==> config.mk <==
export PLATFORM = sky130hd
export DESIGN_NAME = fault_monitor_leaky_counters_core_flat
export DESIGN_NICKNAME = d
export VERILOG_FILES = /design/src/rtl/core/fmlc_pkg.sv /design/src/rtl/core/fmlc_in_if.sv /design/src/rtl/core/fmlc_out_if.sv /design/src/rtl/core/fault_monitor_leaky_counters_core.sv /design/src/flat_wrapper.sv
export SDC_FILE = /design/constraint.sdc
export NUM_CORES = 1
export LEC_CHECK = 0
export BUFFER_PORTS_ARGS = -buffer_cell sky130_fd_sc_hd__buf_4
export CAP_MARGIN = 20
export CORE_MARGIN = 2
export CORE_UTILIZATION = 42
export DETAILED_ROUTE_END_ITERATION = 10
export PLACE_DENSITY = 0.69
export SYNTH_ARGS = -nofsm -noshare
export SYNTH_HDL_FRONTEND = slang
export SYNTH_SLANG_ARGS = --single-unit
==> constraint.sdc <==
create_clock -name clk -period 5.8 [get_ports clk]
set_clock_uncertainty 0.2 [all_clocks]
set_input_delay 1.45 -clock clk [delete_from_list [all_inputs] [get_ports clk]]
set_output_delay 1.45 -clock clk [all_outputs]
set_load 0.1 [all_outputs]
==> src/rtl/core/fmlc_pkg.sv <==
`default_nettype none
// ----------------------------------------------------------------------------
// fmlc_pkg
// Shared types and constants for the leaky-counter fault monitor.
// ----------------------------------------------------------------------------
package fmlc_pkg;

    // command codes
    typedef enum logic [1:0] {
        CMD_CHECK = 2'd0,
        CMD_HALT  = 2'd1,
        CMD_ESTOP = 2'd2,
        CMD_CLEAR = 2'd3
    } cmd_t;

    // configuration register indexes
    localparam int unsigned CFG_IDX_W = 3;
    localparam int unsigned CFG_DATA_W = 16;
    localparam logic [CFG_IDX_W-1:0] CFG_CHECK_ENABLE = 3'd0;
    localparam logic [CFG_IDX_W-1:0] CFG_MOTOR_MIN    = 3'd1;
    localparam logic [CFG_IDX_W-1:0] CFG_MOTOR_MAX    = 3'd2;
    localparam logic [CFG_IDX_W-1:0] CFG_LOGIC_MIN    = 3'd3;
    localparam logic [CFG_IDX_W-1:0] CFG_FAULT_LIMIT  = 3'd4;
    localparam logic [CFG_IDX_W-1:0] CFG_HALT_TICKS   = 3'd5;

    // register reset values
    localparam logic [3:0]  CHECK_ENABLE_RST = 4'd15;
    localparam logic [15:0] FAULT_LIMIT_RST  = 16'd500;
    localparam logic [7:0]  HALT_TICKS_RST   = 8'd100;

    // check enable bits
    localparam int unsigned EN_LIMIT = 0;
    localparam int unsigned EN_MOTOR = 1;
    localparam int unsigned EN_LOGIC = 2;
    localparam int unsigned EN_AMP   = 3;

    // sticky flag bits
    localparam int unsigned FLAG_ESTOP = 0;
    localparam int unsigned FLAG_LIMIT = 1;
    localparam int unsigned FLAG_MOTOR = 2;
    localparam int unsigned FLAG_LOGIC = 3;
    localparam int unsigned FLAG_AMP   = 4;

    localparam logic [15:0] COUNT_MAX = 16'hFFFF;
    localparam logic [7:0]  DAMP_MAX  = 8'hFF;

    typedef struct packed {
        logic [1:0]  command;
        logic [7:0]  limit_switches;
        logic [11:0] motor_voltage;
        logic [11:0] logic_voltage;
        logic [1:0]  amp_faults;
    } sample_t;

    typedef struct packed {
        logic       error;
        logic [4:0] error_flags;
        logic       halt_active;
    } result_t;

endpackage
`default_nettype wire

==> src/rtl/core/fmlc_in_if.sv <==
`default_nettype none
// ----------------------------------------------------------------------------
// fmlc_in_if
// Valid/ready channel carrying one sample word into the monitor.
// ----------------------------------------------------------------------------
interface fmlc_in_if;
    logic              valid;
    logic              ready;
    fmlc_pkg::sample_t data;

    modport source (output valid, output data, input ready);
    modport sink   (input valid, input data, output ready);
endinterface
`default_nettype wire

==> src/rtl/core/fmlc_out_if.sv <==
`default_nettype none
// ----------------------------------------------------------------------------
// fmlc_out_if
// Valid/ready channel carrying one result word out of the monitor.
// ----------------------------------------------------------------------------
interface fmlc_out_if;
    logic              valid;
    logic              ready;
    fmlc_pkg::result_t data;

    modport source (output valid, output data, input ready);
    modport sink   (input valid, input data, output ready);
endinterface
`default_nettype wire

==> src/rtl/core/fault_monitor_leaky_counters_core.sv <==
`default_nettype none
// ----------------------------------------------------------------------------
// fault_monitor_leaky_counters_core
// Motor-drive fault monitor with leaky voltage fault counters.
//
// Channels: sample (sink) takes one command word with the limit switch,
// voltage and amplifier inputs; result (source) gives one word per sample
// with error, the sticky error flags and halt_active. A word is moved when
// valid and ready are both high at a rising edge of clk.
// Configuration: cfg_we/cfg_index/cfg_data write one register per cycle;
// write only while no sample is in flight.
// Result: valid in the cycle after the sample is taken.
// Throughput: one sample per cycle while no result is held back; the
// counters and flags are updated in the accepting cycle by a single
// increment and compare, so the next sample sees them at once.
// Stall: the result register holds while result.ready is low; sample.ready
// drops only while a result is held and not being taken.
// Reset (rst_n low, asynchronous): counters, flags and the result valid
// clear; registers return to check_enable 15, fault_count_limit 500,
// halt_ticks 100, all thresholds 0.
// ----------------------------------------------------------------------------
module fault_monitor_leaky_counters_core (
    input  wire logic                                clk,
    input  wire logic                                rst_n,
    fmlc_in_if.sink                                  sample,
    fmlc_out_if.source                               result,
    input  wire logic                                cfg_we,
    input  wire logic [fmlc_pkg::CFG_IDX_W-1:0]      cfg_index,
    input  wire logic [fmlc_pkg::CFG_DATA_W-1:0]     cfg_data
);

    // configuration
    logic [3:0]  check_enable_reg;
    logic [11:0] motor_min_reg;
    logic [11:0] motor_max_reg;
    logic [11:0] logic_min_reg;
    logic [15:0] fault_limit_reg;
    logic [7:0]  halt_ticks_reg;

    // state
    logic [15:0] motor_count_reg, motor_count_next;
    logic [15:0] logic_count_reg, logic_count_next;
    logic [7:0]  damp_count_reg,  damp_count_next;
    logic [4:0]  flags_reg,       flags_next;

    // result register
    logic              out_valid_reg;
    fmlc_pkg::result_t out_data_reg, out_data_next;

    logic accept;
    logic motor_danger, logic_danger;
    logic [15:0] motor_leak, logic_leak;
    logic [7:0]  damp_inc;

    assign sample.ready = !out_valid_reg || result.ready;
    assign accept       = sample.valid && sample.ready;
    assign result.valid = out_valid_reg;
    assign result.data  = out_data_reg;

    always_ff @(posedge clk or negedge rst_n)
    begin
        if (!rst_n)
        begin
            check_enable_reg <= fmlc_pkg::CHECK_ENABLE_RST;
            motor_min_reg    <= '0;
            motor_max_reg    <= '0;
            logic_min_reg    <= '0;
            fault_limit_reg  <= fmlc_pkg::FAULT_LIMIT_RST;
            halt_ticks_reg   <= fmlc_pkg::HALT_TICKS_RST;
        end
        else if (cfg_we)
        begin
            unique case (cfg_index)
                fmlc_pkg::CFG_CHECK_ENABLE: check_enable_reg <= cfg_data[3:0];
                fmlc_pkg::CFG_MOTOR_MIN:    motor_min_reg    <= cfg_data[11:0];
                fmlc_pkg::CFG_MOTOR_MAX:    motor_max_reg    <= cfg_data[11:0];
                fmlc_pkg::CFG_LOGIC_MIN:    logic_min_reg    <= cfg_data[11:0];
                fmlc_pkg::CFG_FAULT_LIMIT:  fault_limit_reg  <= cfg_data[15:0];
                fmlc_pkg::CFG_HALT_TICKS:   halt_ticks_reg   <= cfg_data[7:0];
                default: ;
            endcase
        end
    end

    // leaky counters: rise saturating while in danger, else fall toward zero
    assign motor_danger = (sample.data.motor_voltage < motor_max_reg) &&
                          (sample.data.motor_voltage > motor_min_reg);
    assign logic_danger = sample.data.logic_voltage < logic_min_reg;

    always_comb
    begin
        if (motor_danger)
            motor_leak = (motor_count_reg != fmlc_pkg::COUNT_MAX) ?
                         motor_count_reg + 16'd1 : motor_count_reg;
        else
            motor_leak = (motor_count_reg != '0) ? motor_count_reg - 16'd1 : '0;

        if (logic_danger)
            logic_leak = (logic_count_reg != fmlc_pkg::COUNT_MAX) ?
                         logic_count_reg + 16'd1 : logic_count_reg;
        else
            logic_leak = (logic_count_reg != '0) ? logic_count_reg - 16'd1 : '0;

        damp_inc = (damp_count_reg != fmlc_pkg::DAMP_MAX) ?
                   damp_count_reg + 8'd1 : damp_count_reg;
    end

    always_comb
    begin
        motor_count_next = motor_count_reg;
        logic_count_next = logic_count_reg;
        damp_count_next  = damp_count_reg;
        flags_next       = flags_reg;
        out_data_next    = '0;

        unique case (fmlc_pkg::cmd_t'(sample.data.command))
            fmlc_pkg::CMD_CHECK:
            begin
                if (check_enable_reg[fmlc_pkg::EN_LIMIT] &&
                    (sample.data.limit_switches != '0))
                begin
                    // limit pressed: flag and stop, counters untouched
                    flags_next[fmlc_pkg::FLAG_LIMIT] = 1'b1;
                    out_data_next.error              = 1'b1;
                end
                else if (check_enable_reg[fmlc_pkg::EN_MOTOR] &&
                         (motor_leak > fault_limit_reg))
                begin
                    motor_count_next                 = motor_leak;
                    flags_next[fmlc_pkg::FLAG_MOTOR] = 1'b1;
                    out_data_next.error              = 1'b1;
                end
                else
                begin
                    if (check_enable_reg[fmlc_pkg::EN_MOTOR])
                        motor_count_next = motor_leak;
                    if (check_enable_reg[fmlc_pkg::EN_LOGIC] &&
                        (logic_leak > fault_limit_reg))
                    begin
                        logic_count_next                 = logic_leak;
                        flags_next[fmlc_pkg::FLAG_LOGIC] = 1'b1;
                        out_data_next.error              = 1'b1;
                    end
                    else
                    begin
                        if (check_enable_reg[fmlc_pkg::EN_LOGIC])
                            logic_count_next = logic_leak;
                        // amplifier fault flags but does not stop
                        if (check_enable_reg[fmlc_pkg::EN_AMP] &&
                            (sample.data.amp_faults != '0))
                            flags_next[fmlc_pkg::FLAG_AMP] = 1'b1;
                    end
                end
            end
            fmlc_pkg::CMD_HALT:
            begin
                damp_count_next           = damp_inc;
                out_data_next.halt_active = (damp_inc <= halt_ticks_reg);
            end
            fmlc_pkg::CMD_ESTOP:
            begin
                flags_next[fmlc_pkg::FLAG_ESTOP] = 1'b1;
            end
            fmlc_pkg::CMD_CLEAR:
            begin
                flags_next       = '0;
                motor_count_next = '0;
                logic_count_next = '0;
                damp_count_next  = '0;
            end
            default: ;
        endcase

        out_data_next.error_flags = flags_next;
    end

    always_ff @(posedge clk or negedge rst_n)
    begin
        if (!rst_n)
        begin
            motor_count_reg <= '0;
            logic_count_reg <= '0;
            damp_count_reg  <= '0;
            flags_reg       <= '0;
            out_valid_reg   <= 1'b0;
        end
        else
        begin
            if (accept)
            begin
                motor_count_reg <= motor_count_next;
                logic_count_reg <= logic_count_next;
                damp_count_reg  <= damp_count_next;
                flags_reg       <= flags_next;
                out_valid_reg   <= 1'b1;
            end
            else if (result.ready)
            begin
                out_valid_reg <= 1'b0;
            end
        end
    end

    // result payload: load on accept, hold otherwise
    always_ff @(posedge clk)
    begin
        if (accept)
            out_data_reg <= out_data_next;
    end

    // ------------------------------------------------------------------------
    // assertions
    // ------------------------------------------------------------------------
    a_clear_zeroes: assert property (@(posedge clk) disable iff (!rst_n)
        (accept && (sample.data.command == fmlc_pkg::CMD_CLEAR)) |=>
        (result.valid && (result.data.error_flags == '0) &&
         (motor_count_reg == '0) && (logic_count_reg == '0) &&
         (damp_count_reg == '0)))
        else $error("clear did not zero flags and counters");

    a_error_only_check: assert property (@(posedge clk) disable iff (!rst_n)
        (accept && (sample.data.command != fmlc_pkg::CMD_CHECK)) |=>
        !result.data.error)
        else $error("error raised on a non-check command");

    a_halt_only_tick: assert property (@(posedge clk) disable iff (!rst_n)
        (accept && (sample.data.command != fmlc_pkg::CMD_HALT)) |=>
        !result.data.halt_active)
        else $error("halt_active raised on a non-halt command");

    a_flags_sticky: assert property (@(posedge clk) disable iff (!rst_n)
        !(accept && (sample.data.command == fmlc_pkg::CMD_CLEAR)) |=>
        ((flags_reg & $past(flags_reg)) == $past(flags_reg)))
        else $error("sticky flag dropped without clear");

    a_motor_no_wrap: assert property (@(posedge clk) disable iff (!rst_n)
        ((motor_count_reg == fmlc_pkg::COUNT_MAX) &&
         !(accept && (sample.data.command == fmlc_pkg::CMD_CLEAR))) |=>
        (motor_count_reg != '0))
        else $error("motor fault counter wrapped");

endmodule
`default_nettype wire
==> src/flat_wrapper.sv <==
// flat-port wrapper written by rule: the top's interface ports become plain ports
module fault_monitor_leaky_counters_core_flat 
  (clk, rst_n, cfg_we, cfg_index, cfg_data, sample_valid, sample_data, sample_ready, result_valid, result_data, result_ready);
  fmlc_in_if sample_i ();
  fmlc_out_if result_i ();
  input  wire logic clk;
  input  wire logic rst_n;
  input  wire logic cfg_we;
  input  wire logic [fmlc_pkg::CFG_IDX_W-1:0] cfg_index;
  input  wire logic [fmlc_pkg::CFG_DATA_W-1:0] cfg_data;
  input wire logic [$bits(sample_i.valid)-1:0] sample_valid;
  input wire logic [$bits(sample_i.data)-1:0] sample_data;
  output wire logic [$bits(sample_i.ready)-1:0] sample_ready;
  output wire logic [$bits(result_i.valid)-1:0] result_valid;
  output wire logic [$bits(result_i.data)-1:0] result_data;
  input wire logic [$bits(result_i.ready)-1:0] result_ready;
  assign sample_i.valid = sample_valid;
  assign sample_i.data = sample_data;
  assign sample_ready = sample_i.ready;
  assign result_valid = result_i.valid;
  assign result_data = result_i.data;
  assign result_i.ready = result_ready;
  fault_monitor_leaky_counters_core u_core (.clk(clk), .rst_n(rst_n), .sample(sample_i), .result(result_i), .cfg_we(cfg_we), .cfg_index(cfg_index), .cfg_data(cfg_data));
endmodule
After elaboration in Yosys (flattened, before gate mapping)
Index checks and enable logic that the tools add are counted.
{"block": "classes", "n_addsub": 5, "magnitude_cmp": 6, "eq_ne": 15, "mux": 31, "n_reduce_logical": 26}
{"cell": "$mux 16", "count": 13}
{"cell": "$pmux 16 s2", "count": 2}
{"cell": "$add 16x1->16 const B", "count": 2}
{"cell": "$gt 16x16->1", "count": 2}
{"cell": "$ne 16x16->1 const B", "count": 2}
{"cell": "$reduce_bool 16->1", "count": 2}
{"cell": "$sub 16x1->16 const B", "count": 2}
{"cell": "$lt 12x12->1", "count": 2}
{"cell": "$pmux 8 s2", "count": 1}
{"cell": "$reduce_and 2->1", "count": 7}
{"cell": "$gt 12x12->1", "count": 1}
{"cell": "$mux 1", "count": 10}
{"cell": "$add 8x1->8 const B", "count": 1}
{"cell": "$le 8x8->1", "count": 1}
{"cell": "$mux 8", "count": 1}
{"cell": "$ne 8x8->1 const B", "count": 1}
{"cell": "$pmux 4 s2", "count": 1}
{"cell": "$reduce_bool 2->1", "count": 4}
{"cell": "$reduce_bool 8->1", "count": 1}
{"cell": "$eq 3x2->1 const B", "count": 2}
{"cell": "$eq 3x3->1 const B", "count": 2}
{"cell": "$logic_and 1x1->1", "count": 6}
{"cell": "$ne 3x1->1 const B", "count": 2}
{"cell": "$reduce_and 5->1", "count": 1}
{"cell": "12 further kinds", "count": 14}
{"block": "word_totals", "register_bits": 117, "inputBits": 60, "elab_cells": 97}

Logic depth before layout (Yosys ltp)
{"block": "depth", "ltp_word": 9, "ltp_mapped": 22}

Worst setup path after synthesis
No wires, ideal clock.
{"block": "synth_path", "kind": "input to register", "startpoint": "in sample_data[23]", "endpoint": "reg u_core.logic_count_reg[10]", "t_arrival_ns": 5.452, "t_required_ns": 5.533, "slack_ns": 0.081, "path_stages": 18, "path_cell_list": "ha_1 -> a211oi_1 -> nor2_1 -> a2111oi_0 -> o31a_1 -> nand2_1 -> or3_1 -> and2_1 -> mux2_2 -> ha_1 -> nand4_1 -> or4_1 -> o21a_1 -> o31ai_1 -> nand2_1 -> o32a_1 -> nor2_1 -> a22o_1"}
{"block": "synth_between", "elab_chain_cells": 7}
{"item": "from (decl)", "line_no": "flat_wrapper.sv:12", "rtl": "input wire logic [$bits(sample_i.data)-1:0] sample_data;"}
{"item": "$lt 12x12->1 / $gt 12x12->1 (equally long branches)", "line_no": "fault_monitor_leaky_counters_core.sv:86, fault_monitor_leaky_counters_core.sv:87"}
{"item": "$logic_and 1x1->1 *", "line_no": "fault_monitor_leaky_counters_core.sv:86", "rtl": "assign motor_danger = (sample.data.motor_voltage < motor_max_reg) &&"}
{"item": "$mux 16 *", "line_no": "fault_monitor_leaky_counters_core.sv:92", "rtl": "if (motor_danger)"}
{"item": "$gt 16x16->1 *", "line_no": "fault_monitor_leaky_counters_core.sv:127", "rtl": "(motor_leak > fault_limit_reg))"}
{"item": "$logic_and 1x1->1 *", "line_no": "fault_monitor_leaky_counters_core.sv:126", "rtl": "else if (check_enable_reg[fmlc_pkg::EN_MOTOR] &&"}
{"item": "$ne 2x2->1 (no line) *"}
{"item": "$reduce_and 5->1 (no line) *"}
{"item": "to (signal assigned)", "line_no": "fault_monitor_leaky_counters_core.sv:192", "rtl": "logic_count_reg <= logic_count_next;"}
{"item": "to (decl)", "line_no": "fault_monitor_leaky_counters_core.sv:42", "rtl": "logic [15:0] logic_count_reg, logic_count_next;"}
Every way passes the cells marked *; elsewhere a longest branch is shown, timed or not.
A chain may end at the register's enable or synchronous reset.

Worst setup path after layout
{"block": "layout_path", "startpoint": "in sample_data[21]", "endpoint": "reg u_core.logic_count_reg[5]"}
The elaborated chain is that of the path after synthesis.

==> out/metrics.cfg <==
[route]
routed_wl_mm=21.61
wl_per_cell_um=16.40
routed_via_density=5.587
drc_errors=0
ant_nets=0
drtPass1Iterations=5
vias=7358
drt_iter0_markers=491

[die]
fp.dieArea_um2=20780
row_count=51
io_pins=69
initial_core_util_pct=42.52
fp.coreArea_um2=19400
die_width_um=144.1
fp.dieH_um=144.1

[clocking]
clk_pin_slew_ns=0.06
clock_latency_ns=0.42
cts_buffers=17
clk_path_buf_depth=2
postCtsSetupBuffers=0
clkSinkCount=117
hold_buffers=0
root_buffer=clkbuf_16
cts_tree=done
cts_max_level=4

[yosys]
synth_edf_count=7
ys_seq_area_share_pct=36.11
ys.flop_type=dfrtp_1
syn_inst=932
netlist_area_um2=8249
syn_area_per_cell_um2=8.851
synth_cell_types=80
syn_nets=1074
ys_warn_count=0
async_flop_share_pct=94.02
synth-seq-cells=117

[placed_design]
pre_cts_ws_ns=-0.4417
place_inst=1286
globalplace.congestion=0.8452
io_buffers=68
place_hpwl_mm=16.11

[sta]
setup_viol=0
tightest_slew_ns=0.8238
fin_ws_ns=0.2447
period_share_pct=95.78
relSlewSlack_pct=45.08
clock.fmax_ghz=0.1800
period_minus_slack_ns=5.555
finalSetupTns_ns=0
drv_slew=0
finalHoldViolations=0

[worst_hold_path]
hold_class=reg -> reg

[layout]
regArea_um2=2979
drive_gt1_share_pct=23.29
syn2layout_area_growth_pct=22.86
n_antenna_cell=0
nFillCells=1808
multiInputGateArea_um2=4870
final_util_pct=52.24
fin_cells=1317
nets=1182

[worst_setup_path]
crit_path_end_kind=flip-flop
cp_max_fo=9
cp.required_ns=5.90
critPathSlowestCell=or4_4
worstPathArrival_ns=5.66
worst_setup_path_start_kind=input pin
path_delay_family=compound AO/OA/AOI/OAI gates
crit_chain=buf_4 > ha_1 > a21oi_1 > o21ai_1 > a2111oi_2 > o31a_1 > nand2_4 > or3_1 > and2_1 > mux2_2 > ha_4 > nand4_1 > or4_4 > o21a_1 > o31ai_2 > nand2_1 > o32a_4 > buf_4 > a22o_1
critical_path_class=in -> reg
max_stage_delay_ns=0.44
cpMostUsedCell=buf_4
path_buf_inv=2

[grt]
overflow=0
grt_pass1_vias=7257
grt_max_degree=43
grt_pass1_wl_mm=36.07
grt_usage_pct=21.99
antenna_found_initial=0

[power_and_ir_drop]
p_int_mw=2.513
peakVddDrop_mv=0.2564
power.share.combinational_pct=40.8
p_clk_share_pct=28.4
seqPwrFrac_pct=30.8
p_per_area_nw_per_um2=394.3
p_sw_share_pct=37.12
p_leak_nw=4.548
power_switching_mw=1.484

[run]
maxCapViolations=0

[run_status]
status=completed

-- Yosys cell counts, types with 4 or more instances --
library cell | n | area, um2
or4_1 | 4 | 30.03
buf_2 | 8 | 40.04
and3_1 | 7 | 43.79
dfstp_2 | 13 | 341.6
o31ai_1 | 7 | 52.55
nand3_1 | 31 | 155.2
nor2b_1 | 6 | 37.54
o31a_1 | 4 | 35.03
dfrtp_1 | 97 | 2427
o21ai_0 | 82 | 410.4
or3_1 | 14 | 87.58
nor3_1 | 21 | 105.1
and2_1 | 6 | 37.54
nand4_1 | 22 | 137.6
nor2_1 | 58 | 217.7
a211oi_1 | 10 | 75.07
and4_1 | 4 | 35.03
a21oi_1 | 38 | 190.2
ha_1 | 82 | 1026
edfxtp_1 | 7 | 210.2
o21a_1 | 9 | 67.56
nand2_1 | 108 | 405.4
mux2_2 | 33 | 371.6
mux2i_1 | 8 | 80.08
a22o_1 | 22 | 192.7
inv_1 | 75 | 281.5
a21o_1 | 13 | 97.59
clkbuf_1 | 32 | 120.1
nand2b_1 | 9 | 56.30
o211ai_1 | 11 | 82.58
nor4_1 | 9 | 56.30
-- path summary, 6_finish.rpt --
path                                                       startpoint  depth (start not counted)  slack (ns)                               endpoint
worst max-delay path                                  sample_data[21]                         19        0.24  u_core.logic_count_reg[5]$_DFFE_PN0P_
worst min-delay path                  u_core.flags_reg[1]$_DFFE_PN0P_                          2        0.30        u_core.flags_reg[1]$_DFFE_PN0P_
worst max register to register  u_core.motor_count_reg[0]$_DFFE_PN0P_                         16        0.80  u_core.logic_count_reg[5]$_DFFE_PN0P_
worst min register to register        u_core.flags_reg[1]$_DFFE_PN0P_                          2        0.30        u_core.flags_reg[1]$_DFFE_PN0P_
max in group asynchronous                                       rst_n                          2        3.64  u_core.fault_limit_reg[4]$_DFFE_PN1P_
min in group asynchronous                                       rst_n                          1        0.80   u_core.damp_count_reg[6]$_DFFE_PN0P_
-- repair_timing --
action / 4_1_cts / 5_1_grt
resized for setup: 2 / 15
gates cloned: 0 / 0
setup endpoints to repair: 1 / 21
pin swaps: 0 / 4
-- per-layer routing --
metal | vias up | global-route usage (%) | share of wire, %
li1 | 3618 | - | -
met1 | 3531 | 28.60 | 46
met2 | 177 | 36.94 | 48
met3 | 32 | 3.079 | 4.3
met4 | 0 | 9.044 | 2.0
met5 | - | 0 | 0
-- worst reg2reg max path, cell delays in order, from the launching register on --
cell	delay (ns)
dfrtp_1	0.46
inv_1	0.12
ha_1	0.19
or3b_4	0.42
or4_4	0.48
nor4_4	0.29
nor2_1	0.08
mux4_2	0.51
ha_1	0.32
nand4_1	0.14
or4_4	0.52
o21a_1	0.19
o31ai_2	0.09
nand2_1	0.16
o32a_4	0.29
buf_4	0.19
a22o_1	0.24
-- cell usage in the layout, fill, tap and decap left out, types with 7 or more instances in the layout --
master,Yosys,routed
o21a_1,9,9
nand4_1,22,22
nand2_1,108,107
nor4_1,9,9
edfxtp_1,7,7
ha_1,82,81
o21ai_0,82,79
or3_1,14,13
buf_4,0,131
dfstp_2,13,13
nor3_1,21,20
o211ai_1,11,11
inv_1,75,75
nor2_1,58,58
mux2_2,33,33
nand3_1,31,31
mux2i_1,8,8
a22o_1,22,22
a211oi_1,10,9
clkbuf_16,0,17
a21o_1,13,13
dfrtp_1,97,97
a21oi_1,38,37
nand2b_1,9,9
and3_1,7,7
-- metrics by stage --
stage	hold slack [ns]	area, um2	total power, mW
final	0.2963	10130	3.996
after global routing	0.3254	10130	4.280
after CTS	0.2899	10070	3.975
after detailed placement	0.2737	9428	2.827
after global placement	0.2608	9405	2.763
after floorplan	0.2423	8249	2.288
-- layout make-up --
cell class                      instances  share of cell area, %
Clock buffer                           20                  4.605
Clock inverter                         11                  1.704
Inverter                               77                  2.852
Multi-Input combinational cell        693                  48.05
Sequential cell                       117                  29.40
Tap cell                              265                  3.272
Timing Repair Buffer                  134                  10.12
-- logic make-up after synthesis --
kind of cell               synth area share, %
AOI/OAI and AO/OA                        19.11
xor gates and xnor gates                0.5310
adders and majority gates                12.44
buffers and inverters                    5.855
DFF                                      36.11
muxes                                    6.022
and+or+nand+nor                          19.93
-- power by group through the flow --
stage          combinational (mW)  clock (mW)  sequential [mW]
4_1_cts                      1.60        1.15             1.22
6_report                     1.63        1.14             1.23
5_1_grt                      1.83        1.18             1.26
2_1_floorplan                1.13           0             1.16
3_3_place_gp                 1.53           0             1.23
3_5_place_dp                 1.59           0             1.24
No activity file was read; power rests on OpenSTA's default activity.
